==> config.mk <==
export PLATFORM = sky130hd
export DESIGN_NAME = rational_arith_unit
export DESIGN_NICKNAME = d
export VERILOG_FILES = /design/src/rtl/rau_pkg.sv /design/src/rtl/rau_muldiv.sv /design/src/rtl/rational_arith_unit.sv
export SDC_FILE = /design/constraint.sdc
export NUM_CORES = 2
export LEC_CHECK = 0
export ABC_AREA = 1
export BUFFER_PORTS_ARGS = -buffer_cell sky130_fd_sc_hd__buf_2
export CELL_PAD_IN_SITES_DETAIL_PLACEMENT = 0
export CELL_PAD_IN_SITES_GLOBAL_PLACEMENT = 2
export CORE_UTILIZATION = 33
export CTS_BUF_LIST = sky130_fd_sc_hd__clkbuf_16
export CTS_CLUSTER_DIAMETER = 60
export DETAILED_ROUTE_END_ITERATION = 16
export PLACE_DENSITY = 0.84
export SETUP_SLACK_MARGIN = 0.4
export SYNTH_ARGS = -nofsm -noshare
export SYNTH_HDL_FRONTEND = slang
export SYNTH_SLANG_ARGS = --single-unit
==> constraint.sdc <==
create_clock -name clk -period 7.5 [get_ports clk]
set_input_delay 0 -clock clk [delete_from_list [all_inputs] [get_ports clk]]
set_output_delay 0 -clock clk [all_outputs]
set_load 0.005 [all_outputs]
==> src/rtl/rau_pkg.sv <==
// shared constants, types and helpers for the rational arithmetic unit
package rau_pkg;

    // datapath width of the arithmetic, and width of the operand ports
    localparam int WIDTH = 32;
    localparam int IO_W  = 32;
    localparam int CNT_W = $clog2(WIDTH);

    // operation codes
    localparam logic [1:0] FUNC_ADD = 2'd0;
    localparam logic [1:0] FUNC_MUL = 2'd1;
    localparam logic [1:0] FUNC_RED = 2'd2;

    typedef logic [WIDTH-1:0]   word_t;
    typedef logic [2*WIDTH-1:0] prod_t;

    // request to the shared multiply / divide unit
    typedef struct packed {
        logic  start;
        logic  is_div;
        word_t opa;
        word_t opb;
    } md_req_t;

    // response from the shared unit: done pulses once, result holds until next start
    typedef struct packed {
        logic  done;
        prod_t result;
    } md_rsp_t;

    // magnitude of a two's complement word, as an unsigned word
    function automatic word_t mag(input word_t x);
        word_t r;
        r = x[WIDTH-1] ? (word_t'(~x) + word_t'(1)) : x;
        return r;
    endfunction

endpackage

==> src/rtl/rau_muldiv.sv <==
// shared radix-2 unsigned multiplier and restoring divider, one bit per cycle
module rau_muldiv (
    input  logic              clk,
    input  logic              rst_n,
    input  rau_pkg::md_req_t  req,
    output rau_pkg::md_rsp_t  rsp
);
    import rau_pkg::*;

    logic             busy_reg, busy_next;
    logic             done_reg, done_next;
    logic             div_reg, div_next;
    logic [CNT_W-1:0] cnt_reg, cnt_next;
    word_t            hi_reg, hi_next;
    word_t            lo_reg, lo_next;
    word_t            b_reg, b_next;

    logic [WIDTH:0]   sum;
    logic [WIDTH:0]   trial;
    logic [WIDTH:0]   diff;

    // one step of shift-add or shift-subtract
    always_comb
    begin
        sum   = {1'b0, hi_reg} + (lo_reg[0] ? {1'b0, b_reg} : '0);
        trial = {hi_reg, lo_reg[WIDTH-1]};
        diff  = trial - {1'b0, b_reg};

        busy_next = busy_reg;
        done_next = 1'b0;
        div_next  = div_reg;
        cnt_next  = cnt_reg;
        hi_next   = hi_reg;
        lo_next   = lo_reg;
        b_next    = b_reg;

        if (req.start)
        begin
            busy_next = 1'b1;
            div_next  = req.is_div;
            cnt_next  = CNT_W'(WIDTH - 1);
            hi_next   = '0;
            lo_next   = req.opa;
            b_next    = req.opb;
        end
        else if (busy_reg)
        begin
            if (div_reg)
            begin
                // remainder stays below the divisor, so the sign bit is the borrow
                if (!diff[WIDTH])
                begin
                    hi_next = diff[WIDTH-1:0];
                    lo_next = {lo_reg[WIDTH-2:0], 1'b1};
                end
                else
                begin
                    hi_next = trial[WIDTH-1:0];
                    lo_next = {lo_reg[WIDTH-2:0], 1'b0};
                end
            end
            else
            begin
                hi_next = sum[WIDTH:1];
                lo_next = {sum[0], lo_reg[WIDTH-1:1]};
            end

            if (cnt_reg == '0)
            begin
                busy_next = 1'b0;
                done_next = 1'b1;
            end
            else
            begin
                cnt_next = cnt_reg - 1'b1;
            end
        end
    end

    // control state
    always_ff @(posedge clk or negedge rst_n)
    begin
        if (!rst_n)
        begin
            busy_reg <= 1'b0;
            done_reg <= 1'b0;
        end
        else
        begin
            busy_reg <= busy_next;
            done_reg <= done_next;
        end
    end

    // datapath
    always_ff @(posedge clk)
    begin
        div_reg <= div_next;
        cnt_reg <= cnt_next;
        hi_reg  <= hi_next;
        lo_reg  <= lo_next;
        b_reg   <= b_next;
    end

    assign rsp.done   = done_reg;
    assign rsp.result = {hi_reg, lo_reg};

endmodule

==> src/rtl/rational_arith_unit.sv <==
// top level of the rational arithmetic unit: sequencer, gcd steps and result register
//
// Takes one request (func, num_a/den_a, num_b/den_b) and returns one result fraction with
// status and overflow. in_ready is high only while the sequencer is idle; a finished result
// sits in an output register, so the next request can be taken while it waits. All products
// and quotients go through one shared bit-serial multiply/divide unit at one bit per cycle.
// A zero denominator, an unused code or an add with equal denominators goes straight to the
// result; multiply takes two products, add with unequal denominators three products and a
// sum; reduce is a binary gcd of subtract/shift steps, as many as the magnitudes need,
// followed by two divisions.
module rational_arith_unit (
    input  logic                           clk,
    input  logic                           rst_n,
    input  logic                           in_valid,
    output logic                           in_ready,
    input  logic [1:0]                     func,
    input  logic signed [rau_pkg::IO_W-1:0] num_a,
    input  logic signed [rau_pkg::IO_W-1:0] den_a,
    input  logic signed [rau_pkg::IO_W-1:0] num_b,
    input  logic signed [rau_pkg::IO_W-1:0] den_b,
    output logic                           out_valid,
    input  logic                           out_ready,
    output logic signed [rau_pkg::IO_W-1:0] num_out,
    output logic signed [rau_pkg::IO_W-1:0] den_out,
    output logic                           status,
    output logic                           overflow
);
    import rau_pkg::*;

    typedef enum logic [10:0] {
        S_IDLE  = 11'b00000000001,
        S_START = 11'b00000000010,
        S_MREQ  = 11'b00000000100,
        S_MWAIT = 11'b00000001000,
        S_SUM   = 11'b00000010000,
        S_GTWO  = 11'b00000100000,
        S_GODD  = 11'b00001000000,
        S_GLOOP = 11'b00010000000,
        S_DREQ  = 11'b00100000000,
        S_DWAIT = 11'b01000000000,
        S_FIN   = 11'b10000000000
    } state_t;

    state_t           state_reg, state_next;
    logic             out_valid_reg, out_valid_next;

    logic [1:0]       func_reg, func_next;
    word_t            na_reg, na_next;
    word_t            da_reg, da_next;
    word_t            nb_reg, nb_next;
    word_t            db_reg, db_next;
    word_t            n_reg, n_next;
    word_t            d_reg, d_next;
    word_t            t_reg, t_next;
    logic             st_reg, st_next;
    logic             ovf_reg, ovf_next;
    logic [1:0]       idx_reg, idx_next;
    logic             neg_reg, neg_next;
    word_t            ga_reg, ga_next;
    word_t            gb_reg, gb_next;
    logic [CNT_W-1:0] k_reg, k_next;

    logic [IO_W-1:0]  num_out_reg, num_out_next;
    logic [IO_W-1:0]  den_out_reg, den_out_next;
    logic             status_reg, status_next;
    logic             overflow_reg, overflow_next;

    md_req_t          md_req;
    md_rsp_t          md_rsp;

    word_t            mul_x, mul_y;
    word_t            add_x, add_y, add_s;
    logic             add_ovf;
    prod_t            prod_s;
    logic             prod_fit;
    word_t            quot_s;
    logic [WIDTH:0]   gdif;
    logic             mul_last;

    rau_muldiv u_muldiv (
        .clk   (clk),
        .rst_n (rst_n),
        .req   (md_req),
        .rsp   (md_rsp)
    );

    // shared adder with signed wrap detect
    always_comb
    begin
        add_x   = (state_reg == S_START) ? na_reg : n_reg;
        add_y   = (state_reg == S_START) ? nb_reg : t_reg;
        add_s   = add_x + add_y;
        add_ovf = (add_x[WIDTH-1] == add_y[WIDTH-1]) && (add_s[WIDTH-1] != add_x[WIDTH-1]);
    end

    // product operand selection per step
    always_comb
    begin
        mul_x = na_reg;
        mul_y = nb_reg;
        if (func_reg == FUNC_ADD)
        begin
            unique case (idx_reg)
                2'd0:
                begin
                    mul_x = na_reg;
                    mul_y = db_reg;
                end
                2'd1:
                begin
                    mul_x = nb_reg;
                    mul_y = da_reg;
                end
                default:
                begin
                    mul_x = da_reg;
                    mul_y = db_reg;
                end
            endcase
        end
        else if (idx_reg != 2'd0)
        begin
            mul_x = da_reg;
            mul_y = db_reg;
        end
        mul_last = (func_reg == FUNC_ADD) ? (idx_reg == 2'd2) : (idx_reg == 2'd1);
    end

    // signed views of the shared unit result and the gcd difference
    always_comb
    begin
        prod_s   = neg_reg ? (prod_t'(~md_rsp.result) + prod_t'(1)) : md_rsp.result;
        prod_fit = (prod_s[2*WIDTH-1:WIDTH-1] == '0) || (prod_s[2*WIDTH-1:WIDTH-1] == '1);
        quot_s   = neg_reg ? (word_t'(~md_rsp.result[WIDTH-1:0]) + word_t'(1))
                           : md_rsp.result[WIDTH-1:0];
        gdif     = {1'b0, gb_reg} - {1'b0, ga_reg};
    end

    // sequencer
    always_comb
    begin
        state_next     = state_reg;
        out_valid_next = out_valid_reg;
        func_next      = func_reg;
        na_next        = na_reg;
        da_next        = da_reg;
        nb_next        = nb_reg;
        db_next        = db_reg;
        n_next         = n_reg;
        d_next         = d_reg;
        t_next         = t_reg;
        st_next        = st_reg;
        ovf_next       = ovf_reg;
        idx_next       = idx_reg;
        neg_next       = neg_reg;
        ga_next        = ga_reg;
        gb_next        = gb_reg;
        k_next         = k_reg;
        num_out_next   = num_out_reg;
        den_out_next   = den_out_reg;
        status_next    = status_reg;
        overflow_next  = overflow_reg;
        md_req.start   = 1'b0;
        md_req.is_div  = 1'b0;
        md_req.opa     = mag(mul_x);
        md_req.opb     = mag(mul_y);

        // result register drains independently of the sequencer
        if (out_valid_reg && out_ready)
        begin
            out_valid_next = 1'b0;
        end

        unique case (state_reg)
            S_IDLE:
            begin
                if (in_valid)
                begin
                    func_next  = func;
                    na_next    = num_a[WIDTH-1:0];
                    da_next    = den_a[WIDTH-1:0];
                    nb_next    = num_b[WIDTH-1:0];
                    db_next    = den_b[WIDTH-1:0];
                    n_next     = '0;
                    d_next     = '0;
                    st_next    = 1'b0;
                    ovf_next   = 1'b0;
                    idx_next   = 2'd0;
                    state_next = S_START;
                end
            end

            S_START:
            begin
                priority if (func_reg == FUNC_ADD || func_reg == FUNC_MUL)
                begin
                    if (da_reg == '0 || db_reg == '0)
                    begin
                        st_next    = 1'b1;
                        state_next = S_FIN;
                    end
                    else if (func_reg == FUNC_ADD && da_reg == db_reg)
                    begin
                        n_next     = add_s;
                        d_next     = da_reg;
                        ovf_next   = add_ovf;
                        state_next = S_FIN;
                    end
                    else
                    begin
                        state_next = S_MREQ;
                    end
                end
                else if (func_reg == FUNC_RED)
                begin
                    if (da_reg == '0)
                    begin
                        st_next    = 1'b1;
                        state_next = S_FIN;
                    end
                    else
                    begin
                        ga_next    = mag(da_reg);
                        gb_next    = mag(na_reg);
                        k_next     = '0;
                        state_next = S_GTWO;
                    end
                end
                else
                begin
                    state_next = S_FIN;
                end
            end

            // issue one product of magnitudes
            S_MREQ:
            begin
                md_req.start = 1'b1;
                neg_next     = mul_x[WIDTH-1] ^ mul_y[WIDTH-1];
                state_next   = S_MWAIT;
            end

            S_MWAIT:
            begin
                if (md_rsp.done)
                begin
                    if (!prod_fit)
                    begin
                        ovf_next = 1'b1;
                    end
                    if (idx_reg == 2'd0)
                    begin
                        n_next = prod_s[WIDTH-1:0];
                    end
                    else if (mul_last)
                    begin
                        d_next = prod_s[WIDTH-1:0];
                    end
                    else
                    begin
                        t_next = prod_s[WIDTH-1:0];
                    end
                    idx_next = idx_reg + 2'd1;
                    if (!mul_last)
                    begin
                        state_next = S_MREQ;
                    end
                    else if (func_reg == FUNC_ADD)
                    begin
                        state_next = S_SUM;
                    end
                    else
                    begin
                        state_next = S_FIN;
                    end
                end
            end

            // sum of the two wrapped cross products
            S_SUM:
            begin
                n_next = add_s;
                if (add_ovf)
                begin
                    ovf_next = 1'b1;
                end
                state_next = S_FIN;
            end

            // strip common factors of two
            S_GTWO:
            begin
                if (!ga_reg[0] && !gb_reg[0])
                begin
                    ga_next = ga_reg >> 1;
                    gb_next = gb_reg >> 1;
                    k_next  = k_reg + 1'b1;
                end
                else
                begin
                    state_next = S_GODD;
                end
            end

            // make the first value odd
            S_GODD:
            begin
                if (!ga_reg[0])
                begin
                    ga_next = ga_reg >> 1;
                end
                else
                begin
                    state_next = S_GLOOP;
                end
            end

            // binary gcd: one shift or one subtract per cycle
            S_GLOOP:
            begin
                priority if (gb_reg == '0)
                begin
                    ga_next    = ga_reg << k_reg;
                    idx_next   = 2'd0;
                    state_next = S_DREQ;
                end
                else if (!gb_reg[0])
                begin
                    gb_next = gb_reg >> 1;
                end
                else if (gdif[WIDTH])
                begin
                    ga_next = gb_reg;
                    gb_next = word_t'(~gdif[WIDTH-1:0]) + word_t'(1);
                end
                else
                begin
                    gb_next = gdif[WIDTH-1:0];
                end
            end

            // divide each magnitude by the gcd
            S_DREQ:
            begin
                md_req.start  = 1'b1;
                md_req.is_div = 1'b1;
                md_req.opa    = (idx_reg == 2'd0) ? mag(na_reg) : mag(da_reg);
                md_req.opb    = ga_reg;
                neg_next      = (idx_reg == 2'd0) ? na_reg[WIDTH-1] : da_reg[WIDTH-1];
                state_next    = S_DWAIT;
            end

            S_DWAIT:
            begin
                if (md_rsp.done)
                begin
                    if (idx_reg == 2'd0)
                    begin
                        n_next     = quot_s;
                        idx_next   = 2'd1;
                        state_next = S_DREQ;
                    end
                    else
                    begin
                        d_next     = quot_s;
                        state_next = S_FIN;
                    end
                end
            end

            // hand the result over once the output register is free
            S_FIN:
            begin
                if (!out_valid_reg || out_ready)
                begin
                    out_valid_next = 1'b1;
                    num_out_next   = IO_W'($signed(n_reg));
                    den_out_next   = IO_W'($signed(d_reg));
                    status_next    = st_reg;
                    overflow_next  = ovf_reg;
                    state_next     = S_IDLE;
                end
            end

            default:
            begin
                state_next = S_IDLE;
            end
        endcase
    end

    // control state
    always_ff @(posedge clk or negedge rst_n)
    begin
        if (!rst_n)
        begin
            state_reg     <= S_IDLE;
            out_valid_reg <= 1'b0;
        end
        else
        begin
            state_reg     <= state_next;
            out_valid_reg <= out_valid_next;
        end
    end

    // datapath and result payload
    always_ff @(posedge clk)
    begin
        func_reg     <= func_next;
        na_reg       <= na_next;
        da_reg       <= da_next;
        nb_reg       <= nb_next;
        db_reg       <= db_next;
        n_reg        <= n_next;
        d_reg        <= d_next;
        t_reg        <= t_next;
        st_reg       <= st_next;
        ovf_reg      <= ovf_next;
        idx_reg      <= idx_next;
        neg_reg      <= neg_next;
        ga_reg       <= ga_next;
        gb_reg       <= gb_next;
        k_reg        <= k_next;
        num_out_reg  <= num_out_next;
        den_out_reg  <= den_out_next;
        status_reg   <= status_next;
        overflow_reg <= overflow_next;
    end

    assign in_ready  = (state_reg == S_IDLE);
    assign out_valid = out_valid_reg;
    assign num_out   = num_out_reg;
    assign den_out   = den_out_reg;
    assign status    = status_reg;
    assign overflow  = overflow_reg;

    // an error result carries a zero fraction and no overflow
    assert property (@(posedge clk) disable iff (!rst_n)
        out_valid && status |-> num_out == '0 && den_out == '0 && !overflow)
        else $error("error result with nonzero payload");

    // the shared unit only finishes while the sequencer waits for it
    assert property (@(posedge clk) disable iff (!rst_n)
        md_rsp.done |-> state_reg == S_MWAIT || state_reg == S_DWAIT)
        else $error("shared unit finished outside a wait state");

    // a division is never issued with a zero gcd
    assert property (@(posedge clk) disable iff (!rst_n)
        state_reg == S_DREQ |-> ga_reg != '0)
        else $error("division by zero gcd");

    // an accepted request closes the input straight after it is taken
    assert property (@(posedge clk) disable iff (!rst_n)
        in_valid && in_ready |=> !in_ready)
        else $error("input reopened straight after a request");

endmodule
==> flow_metrics.env <==
export IMPL_syn_cell_area_sq_mm=0.0399
export IMPL_cap_violations=0
export IMPL_clockRootBuffer="clkbuf_16"
export IMPL_synth_most_common_cell="nand2_1"
export IMPL_r2r_setup_slack_ns=2.25
export IMPL_fin_crit_sh=0.700
export IMPL_crit_path_frequent_cell="nor3_1"
export IMPL_gp_congestion=1.03
export IMPL_total_leakage_power_nw=20.6
export IMPL_synth_area_leaders="edfxtp_1 32%, nand2_1 15%, inv_1 6.8%"
export IMPL_post_synth_cell_area_avg_sq_um=6.92
export IMPL_drt_pass1_iterations=6
export IMPL_drv_slew=0
export IMPL_peakVddDrop_mv=0.236
export IMPL_vias_per_cell=5.51
export IMPL_min_period_ns=5.25
export IMPL_cts_tree="yes"
export IMPL_syn_inst=5773
export IMPL_cp_start_kind="register"
export IMPL_p_per_area_mw_per_mm2=441
export IMPL_clk_path_buf_depth=3
export IMPL_hold_start="num_b[22]"
export IMPL_hp_class="input port to register"
export IMPL_drc_errors=0
export IMPL_grt_pass1_vias=39603
export IMPL_synth_cell_types=76
export IMPL_critical_path_slowest_cell="nand2_2"
export IMPL_n_fill_cell=12812
export IMPL_arrival_ns=5.62
export IMPL_ys_seq_area_frac=0.351
export IMPL_worstSetupPathType="register to register"
export IMPL_clk_pin_slew_ns=0.07
export IMPL_die_h_um=350
export IMPL_setup_viol=0
export IMPL_coreArea_sq_mm=0.120
export IMPL_h_tree_depth=3
export IMPL_ant_nets=0
export IMPL_fmax_mhz=191
export IMPL_cts_setup_buffers=0
export IMPL_cts_sinks=482
export IMPL_crit_path_end_kind="register"
export IMPL_cpPeakStageDelay_ns=0.89
export IMPL_drt_initial_drc_count=5041
export IMPL_relSlewSlack=0.189
export IMPL_seqCellArea_sq_mm=0.0140
export IMPL_die_w_um=350
export IMPL_outcome="completed"
export IMPL_wl_um=194000
export IMPL_multi_input_area_sq_mm=0.0222
export IMPL_synth_top_cell_area_share=0.324
export IMPL_r2r_start="idx_reg[0]$_DFFE_PP_"
export IMPL_drive_gt1_frac=0.0815
export IMPL_crit_fanout=55
export IMPL_cp_cell_sequence="inv_1, ha_2, clkinv_2, nand2_2, inv_1, a21oi_1, o21ai_0, o21ai_2, buf_4, inv_2, nor3_1, nor3_1, nor3_1, a31oi_1"
export IMPL_nNetsFinal=6343
export IMPL_power_total_mw=20.6
export IMPL_wl_met2_um=83100
export IMPL_cts_hold_buf=174
export IMPL_synth_common_cells="1579 x nand2_1, 727 x inv_1, 598 x nor2_1, 529 x o21ai_0, 431 x edfxtp_1"
export IMPL_num_vias=42648
export IMPL_fp_row_count=127
export IMPL_dieArea_sq_mm=0.122
export IMPL_top_layer="met5"
export IMPL_syn_num_nets=6050
export IMPL_overflow=0
export IMPL_wl_per_cell_um=25.0
export IMPL_met1_length_um=84000
export IMPL_fin_worst_skew_ns=0.0433
export IMPL_dpl_hpwl_um=153000
export IMPL_async_flop_share=0.0290
export IMPL_crit_start="idx_reg[0]$_DFFE_PP_"
export IMPL_numPortBuffers=201
export IMPL_ios=202
export IMPL_yosysWarningCount=0
export IMPL_grt_pass1_wl_um=276000
export IMPL_yosysTopAreaCell="edfxtp_1"
export IMPL_ys_ff_latch=482
export IMPL_finalHoldViolations=0
export IMPL_tns_ns=0
export IMPL_initial_core_util=0.333
export IMPL_post_cts_resized=0
export IMPL_grt_usage=0.310
export IMPL_ys_flop_type="edfxtp_1"
export IMPL_syn_to_final_growth_pct=16.8
export IMPL_grt_max_degree=122
export IMPL_numCtsBuffers=72
export IMPL_antenna_found_initial=10
export IMPL_synth_edf_count=431
export IMPL_clkLatencyLatePin_ns=0.69
export IMPL_tightest_slew_ns=1.22
export IMPL_rsz0062_at_grt="no"
export IMPL_wl_met3_um=18500
export IMPL_required_ns=7.87
==> report_power, final <==
part | internal [mW] | switching, mW
logic | 3.39 | 8.63
registers | 4.06 | 0.995
clock network | 2.07 | 1.43
==> per-stage QoR <==
step           instances  cell area (sq um)  setup slack [ns]  utilization  hold slack [ns]
2_1_floorplan       5773              39900             0.588            -           -0.296
3_3_place_gp        7430              42500              2.52        0.354         -0.00599
3_5_place_dp        7430              42500              2.46        0.354          0.00443
4_1_cts             7735              46700              2.40        0.389        0.0000301
5_1_grt             7735              46700              1.89        0.389           0.0235
6_report            7736              46700              2.25        0.389           0.0318
==> cells by family (layout without fill, tap and decap cells) <==
logic type / count (synthesis) / count (layout) / synth area share
AOI/OAI and AO/OA: 1274 / 1274 / 0.184
xor gates and xnor gates: 164 / 164 / 0.0360
adders and majority gates: 143 / 143 / 0.0455
DFF: 482 / 482 / 0.351
buffers and inverters: 956 / 1306 / 0.0947
other: 0 / 1 / 0
muxes: 14 / 14 / 0.00351
and+or+nand+nor: 2740 / 2740 / 0.285
==> worst paths after layout <==
check,end,cells after the start
max reg2reg,u_muldiv.lo_reg[7]$_DFFE_PP_,14
min,nb_reg[22]$_DFFE_PP_,2
min in group asynchronous,state_reg[0]$_DFFE_PN1P_,3
min reg2reg,den_out[7]$_DFFE_PP_,0
max,u_muldiv.lo_reg[7]$_DFFE_PP_,14
max in group asynchronous,u_muldiv.busy_reg$_DFF_PN0_,4
==> cell type report <==
type,count,area share
multi-input cells,4335,0.476
flip-flops and latches,482,0.301
repair buffers,424,0.0668
inverters,751,0.0605
well taps,1612,0.0432
clock buffers,74,0.0397
clock inverters,57,0.0128
diodes,1,0.0000536
==> routing by layer <==
metal	global-route usage	up-vias
met4	0.121	2
met2	0.471	2026
li1	-	19979
met5	0	-
met1	0.426	20287
met3	0.0674	354
==> placed cells by master, fill, tap and decap left out, types with 17 or more instances in the layout <==
cell,n
nor3_1,61
a211oi_1,26
clkbuf_16,74
o21ai_0,528
buf_2,201
a21oi_2,17
dlygate4sd3_1,174
or2_2,18
o22ai_1,46
xnor2_1,30
nor4_1,34
nand2_1,1578
dfxtp_1,37
inv_1,735
o21a_1,20
ha_1,137
xor2_1,134
nor2_1,594
nand4_1,69
o21ai_1,39
a21oi_1,362
a31oi_1,39
buf_4,49
nand3b_1,23
nand3_1,307
edfxtp_1,431
o211ai_1,64
==> critical path, delay by kind of cell (launching register included) <==
family	cells	cell delay, ns
and+or+nand+nor	4	1.38
adders and majority gates	1	0.75
buffers and inverters	5	1.87
AOI/OAI and AO/OA	4	0.43
DFF	1	0.43
(Power assumes the default switching activity.)
